[config.mk]
export PLATFORM = sky130hd
export DESIGN_NAME = dlts_div
export DESIGN_NICKNAME = d
export VERILOG_FILES = /design/src/dlts_pkg.sv /design/src/dlts_div.sv
export SDC_FILE = /design/constraint.sdc
export NUM_CORES = 1
export LEC_CHECK = 0
export ABC_CLOCK_PERIOD_IN_PS = 5030
export BUFFER_PORTS_ARGS = -buffer_cell sky130_fd_sc_hd__buf_2
export CORE_AREA = 2 2 73 75
export DETAILED_ROUTE_END_ITERATION = 8
export DIE_AREA = 0 0 75 77
export PLACE_DENSITY_LB_ADDON = 0.08
export SKIP_CTS_REPAIR_TIMING = 1
export SLEW_MARGIN = 20
export SYNTH_ARGS = -nofsm -noshare
export SYNTH_HDL_FRONTEND = slang
export SYNTH_SLANG_ARGS = --single-unit
[constraint.sdc]
create_clock -name clk_i -period 5.03 [get_ports clk_i]
set_clock_uncertainty 0.15 [all_clocks]
set_input_delay 0.503 -clock clk_i [delete_from_list [all_inputs] [get_ports clk_i]]
set_output_delay 0.503 -clock clk_i [all_outputs]
set_load 0.05 [all_outputs]
[src/dlts_pkg.sv]
package dlts_pkg;

  localparam int MAX_TASKS_DEF = 16;
  localparam int RES_LIMIT     = 16;
  localparam logic [7:0] TICK_MS_RST = 8'd10;
  localparam int DIV_W = 32;

  typedef struct packed {
    logic [7:0]  task_id;
    logic [31:0] delta;
    logic [31:0] period;
    logic [7:0]  run;
  } entry_t;

  typedef enum logic [2:0] {
    CELL_HOLD,
    CELL_TAKE_NEXT,
    CELL_TAKE_NEXT_ADD,
    CELL_TAKE_PREV,
    CELL_TAKE_PREV_SUB,
    CELL_LOAD,
    CELL_TICK,
    CELL_RUN_DEC
  } cell_cmd_e;

  typedef enum logic [1:0] {
    MODE_ADD,
    MODE_DEL,
    MODE_TICK,
    MODE_DISP
  } mode_e;

  typedef enum logic [2:0] {
    RES_RAN      = 3'd0,
    RES_ADDED    = 3'd1,
    RES_DELETED  = 3'd2,
    RES_NOTFOUND = 3'd3,
    RES_FULL     = 3'd4,
    RES_NOTHING  = 3'd5
  } res_e;

  typedef enum logic [3:0] {
    ST_IDLE,
    ST_FIND,
    ST_DIV_D,
    ST_DIV_P,
    ST_INS_START,
    ST_INS_WALK,
    ST_TICK,
    ST_DISP_CHK,
    ST_DISP_REQ,
    ST_DISP_NEXT,
    ST_DISP_CONT,
    ST_EMIT
  } state_e;

endpackage

[src/dlts_div.sv]
module dlts_div (
  input  logic                      clk_i,
  input  logic                      rst_ni,
  input  logic                      start_i,
  input  logic [dlts_pkg::DIV_W-1:0] dividend_i,
  input  logic [7:0]                divisor_i,
  output logic                      done_o,
  output logic [dlts_pkg::DIV_W-1:0] quotient_o
);
  import dlts_pkg::*;

  localparam int CNT_W = $clog2(DIV_W);

  logic             busy_q, done_q;
  logic [CNT_W-1:0] cnt_q;
  logic [DIV_W-1:0] quo_q;
  logic [7:0]       rem_q;
  logic [8:0]       trial;
  logic             fits;

  // one quotient bit a cycle, restoring
  assign trial = {rem_q, quo_q[DIV_W-1]};
  assign fits  = trial >= {1'b0, divisor_i};

  always_ff @(posedge clk_i or negedge rst_ni) begin
    if (!rst_ni) begin
      busy_q <= 1'b0;
      done_q <= 1'b0;
      cnt_q  <= '0;
    end else begin
      done_q <= 1'b0;
      if (start_i) begin
        busy_q <= 1'b1;
        cnt_q  <= '0;
      end else if (busy_q) begin
        cnt_q <= cnt_q + 1'b1;
        if (cnt_q == CNT_W'(DIV_W - 1)) begin
          busy_q <= 1'b0;
          done_q <= 1'b1;
        end
      end
    end
  end

  always_ff @(posedge clk_i) begin
    if (start_i) begin
      quo_q <= dividend_i;
      rem_q <= '0;
    end else if (busy_q) begin
      rem_q <= fits ? 8'(trial - {1'b0, divisor_i}) : trial[7:0];
      quo_q <= {quo_q[DIV_W-2:0], fits};
    end
  end

  assign done_o     = done_q;
  assign quotient_o = quo_q;

endmodule

After elaboration in Yosys (flattened, before gate mapping)
Index checks and enable logic that the tools add are counted.

Output and inout bits: 33. Input port bits: 43. Flip-flop bits (word level): 47.

$lt $le $gt $ge: 1. $add $sub $neg: 2. Reduce and logical (&&, ||, !) cells: 1. Muxes and demuxes: 11. Equality and inequality tests: 1.

Operators by type and width (count): $mux W32 (2); $mux W5 (2); $ge A9 B8 Y1 (1); $mux W8 (1); $sub A8 B8 Y8 (1); $mux W1 (6); $add A5 B1 Y5 const B (1); $eq A5 B5 Y1 const B (1); $reduce_bool A2 Y1 (1).

Depth between registers and ports, before layout
Depth after elaboration: 4. Mapped depth: 8. Gate-level depth less buffers: 8.

Worst setup path after synthesis
No wires, ideal clock.

Kind: register -> register. Start point: register quo_q[31], in the netlist quotient_o[31]. End point: register rem_q[6]. Cell stages (with the launch flop): 9. Library setup time: 124 ps. Clock period less this slack: 2264 ps. Arrival: 1990 ps. Slack: 2766 ps. Path buffers: 0. Required time: 4756 ps. Cell sequence: edfxtp_1 > inv_1 > ha_1 > fa_1 > nand2b_1 > o211ai_1 > a21oi_1 > xor2_1 > o211ai_2.

Word-level cells in the longest chain between the ends: 2.

Ends and longest elaborated chain: start, declared (line dlts_div.sv:16) `logic [DIV_W-1:0] quo_q;`; start signal, assigned (line dlts_div.sv:47) `quo_q <= dividend_i;`; start signal, assigned (line dlts_div.sv:51) `quo_q <= {quo_q[DIV_W-2:0], fits};`; $sub A8 B8 Y8 / $ge A9 B8 Y1 (equally long branches) (line dlts_div.sv:50, dlts_div.sv:23); $mux W8 * (line dlts_div.sv:50) `rem_q <= fits ? 8'(trial - {1'b0, divisor_i}) : trial[7:0];`; end signal, assigned (line dlts_div.sv:50); end, declared (line dlts_div.sv:17) `logic [7:0] rem_q;`.

Every way passes the cells marked *; elsewhere a longest branch is shown, timed or not. A chain may end at the register's enable or synchronous reset.

Worst setup path in the final report
Start point: input start_i. End point: register quo_q[19], in the netlist quotient_o[19] (enable).

Word-level cells in the longest chain between the ends: 1.

Ends and longest elaborated chain: start, declared (line dlts_div.sv:4) `input logic start_i,`; $reduce_bool A2 Y1 (no source line).

No other way between the ends.

==> out/metrics.cfg <==
[timing]
max_freq_ghz=0.464
period_share_pct=42.8
hold_viol=0
tightestPinTransition_ns=0.840
setup_viol=0
final.min_clock_period_ns=2.15
slew-limit-headroom_pct=44.0
fin_tns_setup_ns=0
rsz0062_at_grt=no
slew_violations=0

[die]
die_y_microns=77
core_area_sq_um=4980
rows=26
die_w_microns=75
die-area_sq_um=5780
start_util_pct=48.0
io_pins=76

[critical_path]
path_class=in2reg
worstPathMaxFanout=43
cp_data_required_time_ns=4.83
startpoint_type=primary input
worstPathArrival_ns=1.96
end_kind=flip-flop
r2r-start=rem_q[5]$_SDFFE_PP0P_
crit_start=start_i

[layout]
drive_above_1_share_pct=46.6
fin_util_pct=59.1
fin_nets=317
area_delta_synth_final_pct=23.2
diodes=0
final_common_cell=buf_2
layout_common_cells=buf_2 (75), mux2_2 (32), edfxtp_1 (32)

[global_route]
grt_start_max_net_pins=44
grt_pass1_vias=1633
track_usage_pct=15.7
grt_pass1_wl_mm=7.10
grt_overflow=0
grt_antenna_before_repair=0

[drt]
drt-initial-drc-count=76
drtPass1Iterations=6
post_drt_via_cell_ratio=4.94
wl_per_cell_microns=12.8
num_vias=1650
wirelength_mm=4.27
ant_nets=0
drcViolationCount=0

[placed_design]
dp.final_hpwl_mm=3.17
portBuffers=75
gp_congestion=0.796

[cts]
clkLatencyLatePin_ns=0.30
cts-root-buf=clkbuf_8
cts_max_level=2
clkTransAtPathRegs_ns=0.09
cts_buffer_depth=2
cts_made_buffers=5
tritoncts=done
cts.sinks=47

[status]
status=finished, final reports clean

[synth]
synthAdderAreaFrac_pct=6.08
yosysWarnings=0
yosys.area_share.xor_xnor_pct=2.94
synth_mux_area_share_pct=18.7
seq_area_frac_synth_pct=54.3
synth_top_family_by_area=multiplexers
synth_nets=240
syn_avg_cell_area_sq_um=12.8
netlist_area_sq_um=2390
syn_inst=186
yosys.area_share.simple_pct=6.97
synth_compound_area_share_pct=7.65
ys_types=37
ys_ff_latch=47

[worst_hold_path]
holdCritPathClass=reg2reg
hp-start=rem_q[7]$_SDFFE_PP0P_

[power_and_ir_drop]
powerDensity_nw_per_um2=434
irDropWorstVdd_uv=263
power.leakage_nw=1.32

[job]
maxCapViolCount=0

==> worst max-delay path: stages <==
cell and delay, ns:
buf_2 0.64, nor2_1 0.30, inv_1 0.11, buf_4 0.38
==> cells by family (layout without fill, tap and decap cells) <==
logic type / Yosys count / count (layout)
multiplexers: 40 / 40
buffers and inverters: 19 / 97
AO/OA/AOI/OAI: 25 / 25
adder cells (fa/ha/maj): 11 / 11
AND/OR/NAND/NOR: 36 / 36
XOR/XNOR: 8 / 8
flip-flops: 47 / 47
==> layer usage <==
layer | up-vias | global-route usage [%] | part of all wire (%)
met2 | 52 | 23.1 | 46
li1 | 829 | - | -
met4 | 0 | 4.29 | 1.1
met3 | 6 | 4.86 | 6.9
met5 | - | 0 | 0
met1 | 763 | 22.5 | 46
==> path summary, 6_finish.rpt <==
path                                       endpoint  slack [ns]  depth (start not counted)
max in group asynchronous      cnt_q[4]$_DFFE_PN0P_        4.18                          2
max reg2reg                   rem_q[5]$_SDFFE_PP0P_        2.88                          6
min reg2reg                   rem_q[7]$_SDFFE_PP0P_        0.34                          2
max                        quotient_o[19]$_DFFE_PP_        2.88                          4
min in group asynchronous          busy_q$_DFF_PN0_        0.40                          2
min                           rem_q[7]$_SDFFE_PP0P_        0.34                          2
==> sequential cells by signal, summed over array words and instances (netlist names) <==
signal and flops:
busy_q 1, cnt_q 5, rem_q 8, quotient_o 32, done_o 1
==> synth_stat cells <==
cell | count | area [sq um]
dfxtp_1 | 8 | 160
nand4_1 | 1 | 6.26
nand2b_1 | 2 | 12.5
o22ai_2 | 1 | 12.5
a211o_2 | 1 | 10.0
buf_6 | 1 | 11.3
and3_1 | 1 | 6.26
dfrtp_1 | 7 | 175
nand3b_1 | 1 | 7.51
ha_1 | 10 | 125
nor2_1 | 11 | 41.3
o211ai_1 | 3 | 22.5
edfxtp_1 | 32 | 961
nor2b_1 | 3 | 18.8
a21boi_0 | 1 | 7.51
a22o_1 | 1 | 8.76
clkbuf_1 | 4 | 15.0
fa_1 | 1 | 20.0
inv_1 | 12 | 45.0
a21oi_2 | 2 | 17.5
xor2_1 | 4 | 35.0
xnor2_1 | 4 | 35.0
a21o_1 | 2 | 15.0
mux2i_1 | 7 | 70.1
o221ai_1 | 1 | 8.76
o2111ai_1 | 1 | 8.76
a21oi_1 | 3 | 15.0
a2bb2oi_1 | 1 | 8.76
nand2_1 | 12 | 45.0
buf_2 | 2 | 10.0
mux2_2 | 32 | 360
o21ai_0 | 7 | 35.0
or3_1 | 1 | 6.26
o211ai_2 | 1 | 12.5
nand3_1 | 3 | 15.0
mux2_4 | 1 | 15.0
or3_2 | 1 | 7.51
==> area by class of cell <==
cell class              count  area, sq um
clock buffers               6         93.8
inverters                  12         45.0
clock inverters             2         15.0
well taps                  70         87.6
multi-input cells         120         1010
repair buffers             77          393
fillers                   444         2040
flip-flops and latches     47         1300
==> stage by stage <==
step	hold slack [ns]	instance area, sq um	instances	total power, mW	worst slack [ns]
finish	0.336	2940	334	1.28	2.88
global route	0.343	2940	334	1.36	2.68
CTS	-0.138	2930	333	1.29	2.84
detailed placement	0.192	2820	325	1.03	2.53
global placement	0.189	2820	325	1.03	2.54
floorplan	0.0574	2390	186	0.932	2.77
==> report_power, final <==
| part | internal (mW) | switching, mW | leakage [nW] | total, mW |
|---|---|---|---|---|
| Combinational | 0.197 | 0.298 | 0.764 | 0.495 |
| Sequential | 0.482 | 0.0415 | 0.496 | 0.523 |
| Clock | 0.130 | 0.127 | 0.0573 | 0.257 |
Note: power is estimated with default switching activity, not from simulation.
