`config.mk`:
```
export PLATFORM = sky130hd
export DESIGN_NAME = dlts_cell
export DESIGN_NICKNAME = d
export VERILOG_FILES = /design/src/dlts_pkg.sv /design/src/dlts_cell.sv
export SDC_FILE = /design/constraint.sdc
export NUM_CORES = 1
export LEC_CHECK = 0
export BUFFER_PORTS_ARGS = -buffer_cell sky130_fd_sc_hd__buf_2
export CAP_MARGIN = 20
export CORE_ASPECT_RATIO = 2
export CORE_MARGIN = 8
export CORE_UTILIZATION = 55
export CTS_CLUSTER_DIAMETER = 150
export DETAILED_ROUTE_END_ITERATION = 12
export HOLD_SLACK_MARGIN = 0.06
export PLACE_DENSITY = 0.89
export SYNTH_ARGS = -nofsm -noshare
export SYNTH_HDL_FRONTEND = slang
export SYNTH_SLANG_ARGS = --single-unit
```
`constraint.sdc`:
```
create_clock -name clk_i -period 7.9 [get_ports clk_i]
set_input_delay 1.58 -clock clk_i [delete_from_list [all_inputs] [get_ports clk_i]]
set_output_delay 1.58 -clock clk_i [all_outputs]
set_load 0.1 [all_outputs]
```
`src/dlts_pkg.sv`:
```
package dlts_pkg;

  localparam int MAX_TASKS_DEF = 16;
  localparam int RES_LIMIT     = 16;
  localparam logic [7:0] TICK_MS_RST = 8'd10;
  localparam int DIV_W = 32;

  typedef struct packed {
    logic [7:0]  task_id;
    logic [31:0] delta;
    logic [31:0] period;
    logic [7:0]  run;
  } entry_t;

  typedef enum logic [2:0] {
    CELL_HOLD,
    CELL_TAKE_NEXT,
    CELL_TAKE_NEXT_ADD,
    CELL_TAKE_PREV,
    CELL_TAKE_PREV_SUB,
    CELL_LOAD,
    CELL_TICK,
    CELL_RUN_DEC
  } cell_cmd_e;

  typedef enum logic [1:0] {
    MODE_ADD,
    MODE_DEL,
    MODE_TICK,
    MODE_DISP
  } mode_e;

  typedef enum logic [2:0] {
    RES_RAN      = 3'd0,
    RES_ADDED    = 3'd1,
    RES_DELETED  = 3'd2,
    RES_NOTFOUND = 3'd3,
    RES_FULL     = 3'd4,
    RES_NOTHING  = 3'd5
  } res_e;

  typedef enum logic [3:0] {
    ST_IDLE,
    ST_FIND,
    ST_DIV_D,
    ST_DIV_P,
    ST_INS_START,
    ST_INS_WALK,
    ST_TICK,
    ST_DISP_CHK,
    ST_DISP_REQ,
    ST_DISP_NEXT,
    ST_DISP_CONT,
    ST_EMIT
  } state_e;

endpackage

```
`src/dlts_cell.sv`:
```
module dlts_cell (
  input  logic                clk_i,
  input  dlts_pkg::cell_cmd_e cmd_i,
  input  dlts_pkg::entry_t    prev_i,
  input  dlts_pkg::entry_t    next_i,
  input  dlts_pkg::entry_t    new_i,
  input  logic [31:0]         sub_i,
  output dlts_pkg::entry_t    entry_o
);
  import dlts_pkg::*;

  entry_t      entry_q, entry_d;
  logic [31:0] dec;

  assign dec = (entry_q.delta != '0) ? entry_q.delta - 32'd1 : '0;

  always_comb begin
    entry_d = entry_q;
    case (cmd_i)
      CELL_TAKE_NEXT:     entry_d = next_i;
      CELL_TAKE_NEXT_ADD: begin
        entry_d       = next_i;
        entry_d.delta = next_i.delta + entry_q.delta;
      end
      CELL_TAKE_PREV:     entry_d = prev_i;
      CELL_TAKE_PREV_SUB: begin
        entry_d       = prev_i;
        entry_d.delta = prev_i.delta - sub_i;
      end
      CELL_LOAD:          entry_d = new_i;
      CELL_TICK: begin
        entry_d.delta = dec;
        if (dec == '0 && entry_q.run != 8'hFF) entry_d.run = entry_q.run + 8'd1;
      end
      CELL_RUN_DEC:       entry_d.run = entry_q.run - 8'd1;
      default:            entry_d = entry_q;
    endcase
  end

  always_ff @(posedge clk_i) begin
    entry_q <= entry_d;
  end

  assign entry_o = entry_q;

endmodule

```
=== Word-level counts from Yosys, hierarchy flattened ===
Index checks and enable logic that the tools add are counted.
Widths: inputs -> output; s select.

* $add $sub $neg: 5
* Multipliers: 0
* Div/mod/pow operators: 0
* Magnitude comparators: 0
* Equality and inequality tests: 9
* Shifts and indexed selects: 0
* Multiplexer cells: 6
* Bitwise operators: 0
* Reduce and logical (&&, ||, !) cells: 9

{| class="wikitable"
|+ Operator list
! operator !! number
|-
| $pmux 32 s6 || 1
|-
| $pmux 32 s3 || 1
|-
| $pmux 8 s5 || 1
|-
| $add 32x32->32 || 1
|-
| $logic_not 32->1 || 1
|-
| $mux 32 || 1
|-
| $reduce_bool 32->1 || 1
|-
| $sub 32x1->32 const B || 1
|-
| $sub 32x32->32 || 1
|-
| $pmux 8 s3 || 1
|-
| $eq 3x3->1 const B || 4
|-
| $add 8x1->8 const B || 1
|-
| $mux 8 || 1
|-
| $ne 8x8->1 const B || 1
|-
| $sub 8x1->8 const B || 1
|-
| $eq 3x2->1 const B || 2
|-
| $reduce_bool 6->1 || 1
|-
| $reduce_bool 5->1 || 1
|-
| $reduce_or 2->1 || 2
|-
| $eq 3x1->1 const B || 1
|-
| $reduce_bool 3->1 || 1
|-
| $ne 2x2->1 const B || 1
|-
| $reduce_and 2->1 || 1
|-
| $logic_and 1x1->1 || 1
|}

* Flip-flop bits (word level): 80
* Latch bits: 0
* Memory bits (writable): 0
* ROM bits: 0
* Input bits: 276
* Output and inout bits: 80
* Logic and storage cells: 33
* Memories kept: 0

=== Logic depth before layout (Yosys ltp) ===
Gate-level depths: netlist of run 1.

* Depth in word-level cells: 6
* Depth in mapped cells: 13
* Gate-level depth less buffers: 13

=== Worst setup path before layout of run 1 ===
No wires, ideal clock.

* Kind: input to register
* From: in cmd_i[2]
* To: reg entry_q, in the netlist entry_o[10], enable pin
* Library setup time: 0.499 ns
* Arrival: 4.982 ns
* Setup slack: 2.419 ns
* Stages on the path: 4
* Cells stage by stage: clkbuf_1 > inv_1 > clkbuf_1 > a21boi_0

* Word-level cells in the longest chain between the ends: 3
* Elaborated cells on any way between the ends: 8

{| class="wikitable"
|+ RTL lines
! item !! RTL line !! text
|-
| start: declaration || dlts_cell.sv:3 || <nowiki>input dlts_pkg::cell_cmd_e cmd_i,</nowiki>
|-
| $eq 3x2->1, or another cell as far along || dlts_cell.sv:19 || <nowiki>case (cmd_i)</nowiki>
|-
| $reduce_or 2->1 (no source line) || n/a ||
|-
| $reduce_bool 3->1 (no source line) (*) || n/a ||
|-
| end signal: assignment || dlts_cell.sv:41 || <nowiki>entry_q <= entry_d;</nowiki>
|-
| end: declaration || dlts_cell.sv:12 || <nowiki>entry_t entry_q, entry_d;</nowiki>
|}

Every way passes the cells marked *; elsewhere a longest branch is shown, timed or not.
A chain may end at the register's enable or synchronous reset.

=== Final worst setup path of run 1 ===
* From: in cmd_i[1]
* To: reg entry_q, in the netlist entry_o[4], enable pin

* Word-level cells in the longest chain between the ends: 4
* Elaborated cells on any way between the ends: 12

{| class="wikitable"
|+ RTL lines
! item !! RTL line
|-
| $eq 3x2->1, or another cell as far along || dlts_cell.sv:19
|-
| $reduce_or 2->1 (no source line) || n/a
|-
| $reduce_bool 5->1 (no source line) || n/a
|-
| $reduce_and 2->1 (no source line) (*) || n/a
|}

Marks and branches as above.

==> results of run 1 <==
-- power by group through the flow --
stage | logic (W) | clock network (W) | registers (W)
final | 0.00129 | 0.000455 | 0.000625
after global routing | 0.00136 | 0.000468 | 0.000632
after CTS | 0.00127 | 0.000455 | 0.000622
after detailed placement | 0.00127 | 0 | 0.000630
after global placement | 0.00126 | 0 | 0.000629
after floorplan | 0.000515 | 0 | 0.00107
-- worst max-delay path by stage --
stage,start,endpoint,cells past startpoint
finish,cmd_i[1],entry_o[4],12
global route,cmd_i[1],entry_o[4],12
CTS,cmd_i[1],entry_o[4],12
detailed placement,cmd_i[1],entry_o[5],12
global placement,cmd_i[1],entry_o[5],12
floorplan,cmd_i[2],entry_o[10],4
-- area by class of cell --
| class | instances | area share |
|---|---|---|
| multi-input combinational | 938 | 0.552 |
| sequential | 80 | 0.213 |
| timing repair buffer | 365 | 0.166 |
| tap | 204 | 0.0226 |
| clock buffer | 10 | 0.0203 |
| inverter | 54 | 0.0180 |
| clock inverter | 5 | 0.00720 |
| antenna | 6 | 0.00133 |
-- layer usage --
layer / vias to the layer above / share of wire
li1: 4907 / -
met3: 170 / 0.11
met2: 738 / 0.51
met4: 2 / 0.068
met5: - / 0.00029
met1: 4886 / 0.31
-- worst reg2reg max path: stages, from the launching register on --
cell and delay (ns):
edfxtp_1 0.52, inv_1 0.16, ha_1 0.22, nor3b_1 0.84
nand2_1 0.11, or3_4 0.43, xnor2_1 0.21, or3_1 0.42
nor4_1 0.25, nand4_1 0.13, o21ai_1 0.13, a2111o_1 0.37
-- metrics by stage --
step / util / total power (W)
2_1_floorplan: - / 0.00158
3_3_place_gp: 0.676 / 0.00188
3_5_place_dp: 0.676 / 0.00190
4_1_cts: 0.695 / 0.00235
5_1_grt: 0.697 / 0.00246
6_report: 0.697 / 0.00237
-- cells in the mapped netlist (all sizes together), types with 7 or more instances --
cell type and number:
nand2 140, o21ai 96, nor2 94, a21oi 86, edfxtp 80, ha 71, a22oi 60, inv 54
clkbuf 49, xnor2 45, a21o 37, xor2 26, nand3 24, nor3 19, o22ai 14, or3 13
nand4 12, a211oi 11, a221oi 11, a31oi 11, nand2b 11, nor4 11, o22a 10, o21a 9
buf 8, a211o 7, nor3b 7
-- cells by family (layout without fill, tap and decap cells) --
kind of cell    count (synthesis)  after routing
fa+ha+maj                      74             74
flops                          80             80
buf+inv                       111            434
simple gates                  367            367
compound gates                419            419
mux                             7              7
other cells                     0              6
xor+xnor                       71             71
-- cell usage in the layout, fill, tap and decap left out, types with 14 or more instances in the layout --
master    netlist  final
buf_2           4    355
a21oi_1        86     85
nand3_1        24     24
a21o_1         37     37
nor3_1         18     18
inv_1          54     54
xor2_1         26     26
nor2_1         94     92
a22oi_1        60     60
nand2_1       139    139
ha_1           71     71
o21ai_0        84     83
xnor2_1        45     45
o22ai_1        14     14
edfxtp_1       80     80
==> results.yml, run 1 <==
status:
  status: "finished, final reports clean"
layout:
  fin_area_um2: 11300
  area_growth_pct: 25.2
  regArea_um2: 2400
  largest_reg_flops: 80
  multi_input_area_um2: 6230
  finalNetCount: 1798
  layout-drive-gt1-share: 0.274
  fill_cells: 1450
  instances_no_fill: 1662
detailed_routing:
  drt_wl_total_mm: 37.8
  drt_iter0_drc: 917
  ant_nets: 0
  first_pass_iters: 6
  wl_per_cell_um: 22.7
  via_per_inst: 6.44
  vias: 10703
  drc: 0
synthesis:
  syn_nets: 1479
  yosys.area_share.adder: 0.105
  synth_warnings: 0
  syn-cell-area_um2: 9020
  synthCells: 1129
  synth_edf_count: 80
  post_synth_num_cell_types: 79
  synth_compound_area_frac: 0.309
  yosysSeqAreaShare: 0.266
  muxShareOfSynthArea: 0.00791
  synth_xor_area_frac: 0.0690
  postSynth.asyncResetShare: 0
  syn_avg_cell_area_um2: 7.99
  ys.flop_type: "edfxtp_1"
  synth_top_area_frac: 0.266
  synth_area_leader_cell: "edfxtp_1"
  synth.area.top_cells: "edfxtp_1 27%, ha_1 9.9%, nand2_1 5.8%"
  synth_top_family_by_area: "compound AO/OA/AOI/OAI gates"
  synth_seq_cells: 80
  synth-simple-area-share: 0.195
job:
  cap_viol_max_count: 0
cts:
  clk_latency_ns: 0.35
  ctsHoldBuffers: 0
  htreeDepth: 3
  clk_pin_slew_ns: 0.06
  cts_tree: "built"
  clock-root-buffer: "clkbuf_16"
  cts_sinks: 80
  postCtsSetupBuffers: 0
  cts_resized: 0
  clock_path_buffers: 2
  cts_buffers: 9
timing:
  hold_viol: 0
  period_needed_ns: 4.59
  fin_ws_ns: 3.31
  hold_ws_ns: 0.842
  max_freq_ghz: 0.218
  setup_tns_ns: 0
  period_share: 0.581
  setup_viol: 0
  finalClockSkew_ns: 0.00744
  worst_pin_slew_ns: 1.04
  rsz0062_at_grt: "false"
  relSlewSlack: 0.303
  drv_slew: 0
min_path:
  holdCritStartpoint: "entry_o[0]"
  hold_path.class: "reg -> reg"
  holdPathEnd: "entry_o[0]"
  whs_path_depth: 3
placed_design:
  place_area_um2: 10900
  finalWeightedCongestion: 1.05
  place_ws_ns: 3.03
  dp_hpwl_mm: 30.6
  io_buffers: 355
  dp_cells: 1640
setup_path:
  r2r_end: "entry_o[4]"
  critPathBufInv: 2
  crit_path_cell_trace: "buf_2, buf_4, nand2_1, nor2_1, o21ai_0, nor3_1, and3_1, or4bb_1, nor4_1, nand4_1, o21ai_1, a2111o_1"
  critical_path_class: "in -> reg"
  slowest_stage: "buf_4"
  critical_path_arrival_ns: 4.61
  reg2reg_setup_slack_ns: 3.78
  r2r_start: "entry_o[40]"
  r2r_cells: 11
  end_kind: "flip-flop"
  max_stage_delay_ns: 0.50
  critPathLaunchType: "input port"
  required_ns: 7.92
  cp_max_fo: 47
  critical-path-top-delay-family: "simple AND/OR/NAND/NOR gates"
power:
  netSwitchingFraction: 0.499
  power.share.combinational: 0.544
  switching_power_w: 0.00118
  intPower_w: 0.00119
  p_per_area_nw_per_um2: 210
  pwr-share-seq: 0.264
  clkPwrFrac: 0.192
  p_leak_nw: 5.27
  vdd_ir_drop_max_uv: 210
global_route:
  gr-total-overflow: 0
  antenna_found_initial: 3
  grt.met2_usage: 0.608
  first_global_vias: 10908
  use_met3: 0.105
  grt_max_degree: 74
  grt_pass1_wl_mm: 56.6
  grtUsageTotal: 0.345
  met1_usage: 0.336
  busiest_layer: "met2"
floorplan:
  dieHeight_um: 197
  die-area_um2: 21000
  coreArea_um2: 16200
  num_io_pins: 356
  start_util: 0.557
  fp.dieW_um: 107
  core.rowCount: 66
Note: power is estimated with default switching activity, not from simulation.
==> run 2: changes to the inputs <==
Settings changed: CORE_UTILIZATION 55 to 51, PLACE_DENSITY 0.89 to 0.83.
Clock period 7.9 ns to 4.4 ns, I/O delays scaled along.
==> results.yml, run 2 (synthesis gave the netlist of run 1 again) <==
setup_path:
  cp-startpoint: "entry_o[47]"
  crit_path_cell_trace: "or4_4, or4_4, or3_4, xnor2_1, or3_1, nor4_1, nand4_1, o21ai_1, a2111o_1"
  end_kind: "flip-flop"
  critical_path_class: "reg -> reg"
  critical-path-top-delay-family: "simple AND/OR/NAND/NOR gates"
  critPathBufInv: 0
  critPathLaunchType: "flip-flop"
  slowest_stage: "or4_4"
  cp_max_fo: 8
  critical_path_arrival_ns: 3.95
  max_stage_delay_ns: 0.58
  r2r_start: "entry_o[47]"
  cp_common_cell: "or4_4"
  required_ns: 4.41
layout:
  layout-drive-gt1-share: 0.277
  finalNetCount: 1802
  final_common_cell: "buf_2"
  area_growth_pct: 25.1
  fill_cells: 1552
  largest_reg_flops: 80
  final_cell_mix: "355 x buf_2, 139 x nand2_1, 92 x nor2_1"
  fin_area_um2: 11300
detailed_routing:
  ant_nets: 0
  drt_iter0_drc: 973
  drc: 0
  wl_per_cell_um: 21.4
  via_per_inst: 6.26
  vias: 10475
  first_pass_iters: 5
  drt_wl_total_mm: 35.9
cts:
  clk_pin_slew_ns: 0.07
  cts_buffers: 9
  ctsHoldBuffers: 0
  cts_resized: 0
  cts_tree: "built"
  htreeDepth: 3
  clock_path_buffers: 2
  clk_latency_ns: 0.35
  cts_sinks: 80
  postCtsSetupBuffers: 0
  clock-root-buffer: "clkbuf_16"
power:
  pwr-share-seq: 0.266
  intPower_w: 0.00208
  vdd_ir_drop_max_uv: 211
  clkPwrFrac: 0.185
  p_per_area_nw_per_um2: 372
  p_leak_nw: 5.27
  netSwitchingFraction: 0.504
  power.share.combinational: 0.549
  switching_power_w: 0.00211
timing:
  max_freq_ghz: 0.254
  period_needed_ns: 3.94
  drv_slew: 0
  hold_viol: 0
  period_share: 0.896
  setup_tns_ns: 0
  relSlewSlack: 0.429
  finalClockSkew_ns: 0.00767
  rsz0062_at_grt: "false"
  setup_viol: 0
  worst_pin_slew_ns: 0.857
floorplan:
  dieHeight_um: 204
  num_io_pins: 356
  fp.dieW_um: 110
  coreArea_um2: 17500
  start_util: 0.515
  die-area_um2: 22500
  core.rowCount: 69
min_path:
  holdCritStartpoint: "next_i[18]"
  hold_path.class: "in -> reg"
status:
  status: "finished, final reports clean"
global_route:
  grtUsageTotal: 0.308
  met1_usage: 0.406
  antenna_found_initial: 6
  first_global_vias: 10368
  grt_max_degree: 68
  busiest_layer: "met2"
  use_met3: 0.0689
  grt.met2_usage: 0.471
  grt_pass1_wl_mm: 54.3
  gr-total-overflow: 0
placed_design:
  finalWeightedCongestion: 0.993
  io_buffers: 355
  dp_hpwl_mm: 28.6
  place_area_um2: 11000
job:
  cap_viol_max_count: 0
-- run 2: changes by cell type in the layout (fill, tap and decap cells not counted), sizes merged --
cell,previous run,this run
bufinv,2,1
clkinvlp,1,2
buf,365,369
clkinv,1,2
diode,6,3
-- run 2: layer usage --
metal | up-vias | wire length (um)
met5 | - | 29
met4 | 4 | 1220
met3 | 87 | 4430
met2 | 700 | 16200
met1 | 4769 | 14000
li1 | 4915 | -
-- run 2: through the flow --
| stage | instances | util | hold WS, ns | power (W) | worst slack, ns |
|---|---|---|---|---|---|
| floorplan | 1129 | - | 1.05 | 0.00284 | 0.403 |
| global placement | 1654 | 0.626 | 0.793 | 0.00336 | 0.432 |
| detailed placement | 1654 | 0.626 | 0.806 | 0.00339 | 0.356 |
| CTS | 1670 | 0.643 | 0.784 | 0.00417 | 0.490 |
| global route | 1673 | 0.644 | 0.790 | 0.00438 | 0.282 |
| finish | 1673 | 0.644 | 0.793 | 0.00420 | 0.459 |
-- run 2: final cells by class --
class	instances	area, um^2	share of cell area
multi-input cells	938	6220	0.552
clock buffers	10	229	0.0203
well taps	213	267	0.0236
repair buffers	369	1880	0.167
clock inverters	6	67.6	0.00599
diodes	3	7.51	0.000665
inverters	54	203	0.0180
flip-flops and latches	80	2400	0.213
-- run 2: power by group through the flow --
stage | Sequential (W) | Combinational [W] | Clock (W)
2_1_floorplan | 0.00192 | 0.000924 | 0
6_report | 0.00111 | 0.00230 | 0.000777
3_5_place_dp | 0.00112 | 0.00226 | 0
5_1_grt | 0.00113 | 0.00244 | 0.000807
4_1_cts | 0.00111 | 0.00228 | 0.000782
3_3_place_gp | 0.00112 | 0.00224 | 0
-- run 2: final timing paths --
check                                    to  slack [ns]  cells past startpoint
worst max-delay path             entry_o[1]        0.46                      9
worst min-delay path            entry_o[18]        0.79                      3
worst max register to register   entry_o[1]        0.46                      9
worst min register to register   entry_o[0]        0.81                      3
-- run 2: worst min-delay path, cell delays in order --
cell and delay [ns]:
buf_2 0.07, nand2_1 0.04, nand2_1 0.05
==> run 3: changes to the inputs <==
Settings changed: CORE_ASPECT_RATIO 2 to default.
==> results.yml, run 3 (synthesis gave the netlist of run 1 again) <==
status:
  status: "finished, final reports clean"
floorplan:
  dieHeight_um: 149
  start_util: 0.521
  coreArea_um2: 17300
  die-area_um2: 22200
  num_io_pins: 356
  fp.dieW_um: 149
  core.rowCount: 48
detailed_routing:
  ant_nets: 0
  drt_iter0_drc: 1237
  wl_per_cell_um: 21.4
  drt_wl_total_mm: 36.4
  via_per_inst: 6.32
  first_pass_iters: 7
  drc: 0
  vias: 10751
setup_path:
  critPathBufInv: 0
  cp_common_cell: "or4_4"
  required_ns: 4.42
  critPathLaunchType: "flip-flop"
  critical_path_arrival_ns: 3.94
  end_kind: "flip-flop"
  cp_max_fo: 8
  critical_path_class: "reg -> reg"
  path_depth: 9
  crit_path_cell_trace: "or4_4, or4_4, or3_4, xnor2_1, or3_1, nor4_1, nand4_1, o21ai_1, a2111o_1"
  r2r_cells: 9
  critical-path-top-delay-family: "simple AND/OR/NAND/NOR gates"
  max_stage_delay_ns: 0.59
  slowest_stage: "or4_4"
power:
  p_leak_nw: 5.29
  p_per_area_nw_per_um2: 373
  netSwitchingFraction: 0.507
  pwr-share-seq: 0.263
  power.share.combinational: 0.543
  clkPwrFrac: 0.194
  vdd_ir_drop_max_uv: 264
  intPower_w: 0.00209
  switching_power_w: 0.00215
global_route:
  grtUsageTotal: 0.314
  grt_max_degree: 83
  gr-total-overflow: 0
  first_global_vias: 10190
  antenna_found_initial: 19
  grt_pass1_wl_mm: 55.0
placed_design:
  dp_cells: 1667
  place_area_um2: 11000
  io_buffers: 355
  dp_hpwl_mm: 29.4
  finalWeightedCongestion: 0.969
timing:
  rsz0062_at_grt: "false"
  period_share: 0.892
  period_needed_ns: 3.92
  finalClockSkew_ns: 0.00789
  relSlewSlack: 0.492
  drv_slew: 0
  setup_tns_ns: 0
  max_freq_ghz: 0.255
  hold_viol: 0
  setup_viol: 0
  worst_pin_slew_ns: 0.761
cts:
  postCtsSetupBuffers: 0
  clk_pin_slew_ns: 0.07
  clock-root-buffer: "clkbuf_16"
  clk_latency_ns: 0.36
  ctsHoldBuffers: 0
  clock_path_buffers: 2
  htreeDepth: 3
  cts_buffers: 9
  cts_tree: "built"
  cts_sinks: 80
  cts_resized: 0
layout:
  finalNetCount: 1803
  instances_no_fill: 1702
  fin_area_um2: 11400
  largest_reg_flops: 80
  layout-drive-gt1-share: 0.278
  final_cell_mix: "355 x buf_2, 139 x nand2_1, 92 x nor2_1"
  fill_cells: 1530
  area_growth_pct: 26.0
  final_common_cell: "buf_2"
min_path:
  hold_path.class: "in -> reg"
  whs_path_depth: 3
job:
  cap_viol_max_count: 0
[run 3: path summary, 6_finish.rpt]
path | slack (ns) | endpoint | from
worst max register to register | 0.48 | entry_o[2] | entry_o[49]
worst min register to register | 0.84 | entry_o[0] | entry_o[0]
worst min-delay path | 0.78 | entry_o[21] | next_i[21]
worst max-delay path | 0.48 | entry_o[2] | entry_o[49]
[run 3: tightest hold or removal path, cell delays in order]
cell and delay, ns:
buf_2 0.07, nand2_1 0.04, nand2_1 0.05
[run 3: metal layers]
metal	share of wire	global-route usage	vias to the layer above	wire, um
li1	-	-	4948	-
met1	0.38	0.387	4994	14000
met2	0.47	0.510	705	17300
met3	0.10	0.0664	102	3800
met4	0.038	0.156	2	1370
met5	0.00036	0	-	13
[run 3: power by group through the flow]
stage          Sequential [W]  Clock (W)  Combinational (W)
2_1_floorplan         0.00192          0           0.000924
6_report              0.00111   0.000825            0.00230
3_3_place_gp          0.00112          0            0.00224
4_1_cts               0.00111   0.000829            0.00227
5_1_grt               0.00113   0.000853            0.00244
3_5_place_dp          0.00112          0            0.00226
[run 3: area by class of cell]
cell class	instances	area, um^2	share of cell area
flip-flops and latches	80	2400	0.211
clock buffers	9	225	0.0198
multi-input cells	938	6230	0.548
well taps	225	282	0.0248
diodes	19	47.5	0.00418
repair buffers	370	1890	0.166
inverters	54	203	0.0178
clock inverters	7	83.8	0.00738
[run 3: metrics by stage]
| step | util | hold WS [ns] | worst slack (ns) | total power, W |
|---|---|---|---|---|
| floorplan | - | 1.05 | 0.403 | 0.00284 |
| global placement | 0.636 | 0.789 | 0.437 | 0.00336 |
| detailed placement | 0.636 | 0.824 | 0.362 | 0.00338 |
| CTS | 0.654 | 0.779 | 0.513 | 0.00421 |
| global route | 0.657 | 0.797 | 0.370 | 0.00442 |
| finish | 0.657 | 0.782 | 0.476 | 0.00424 |
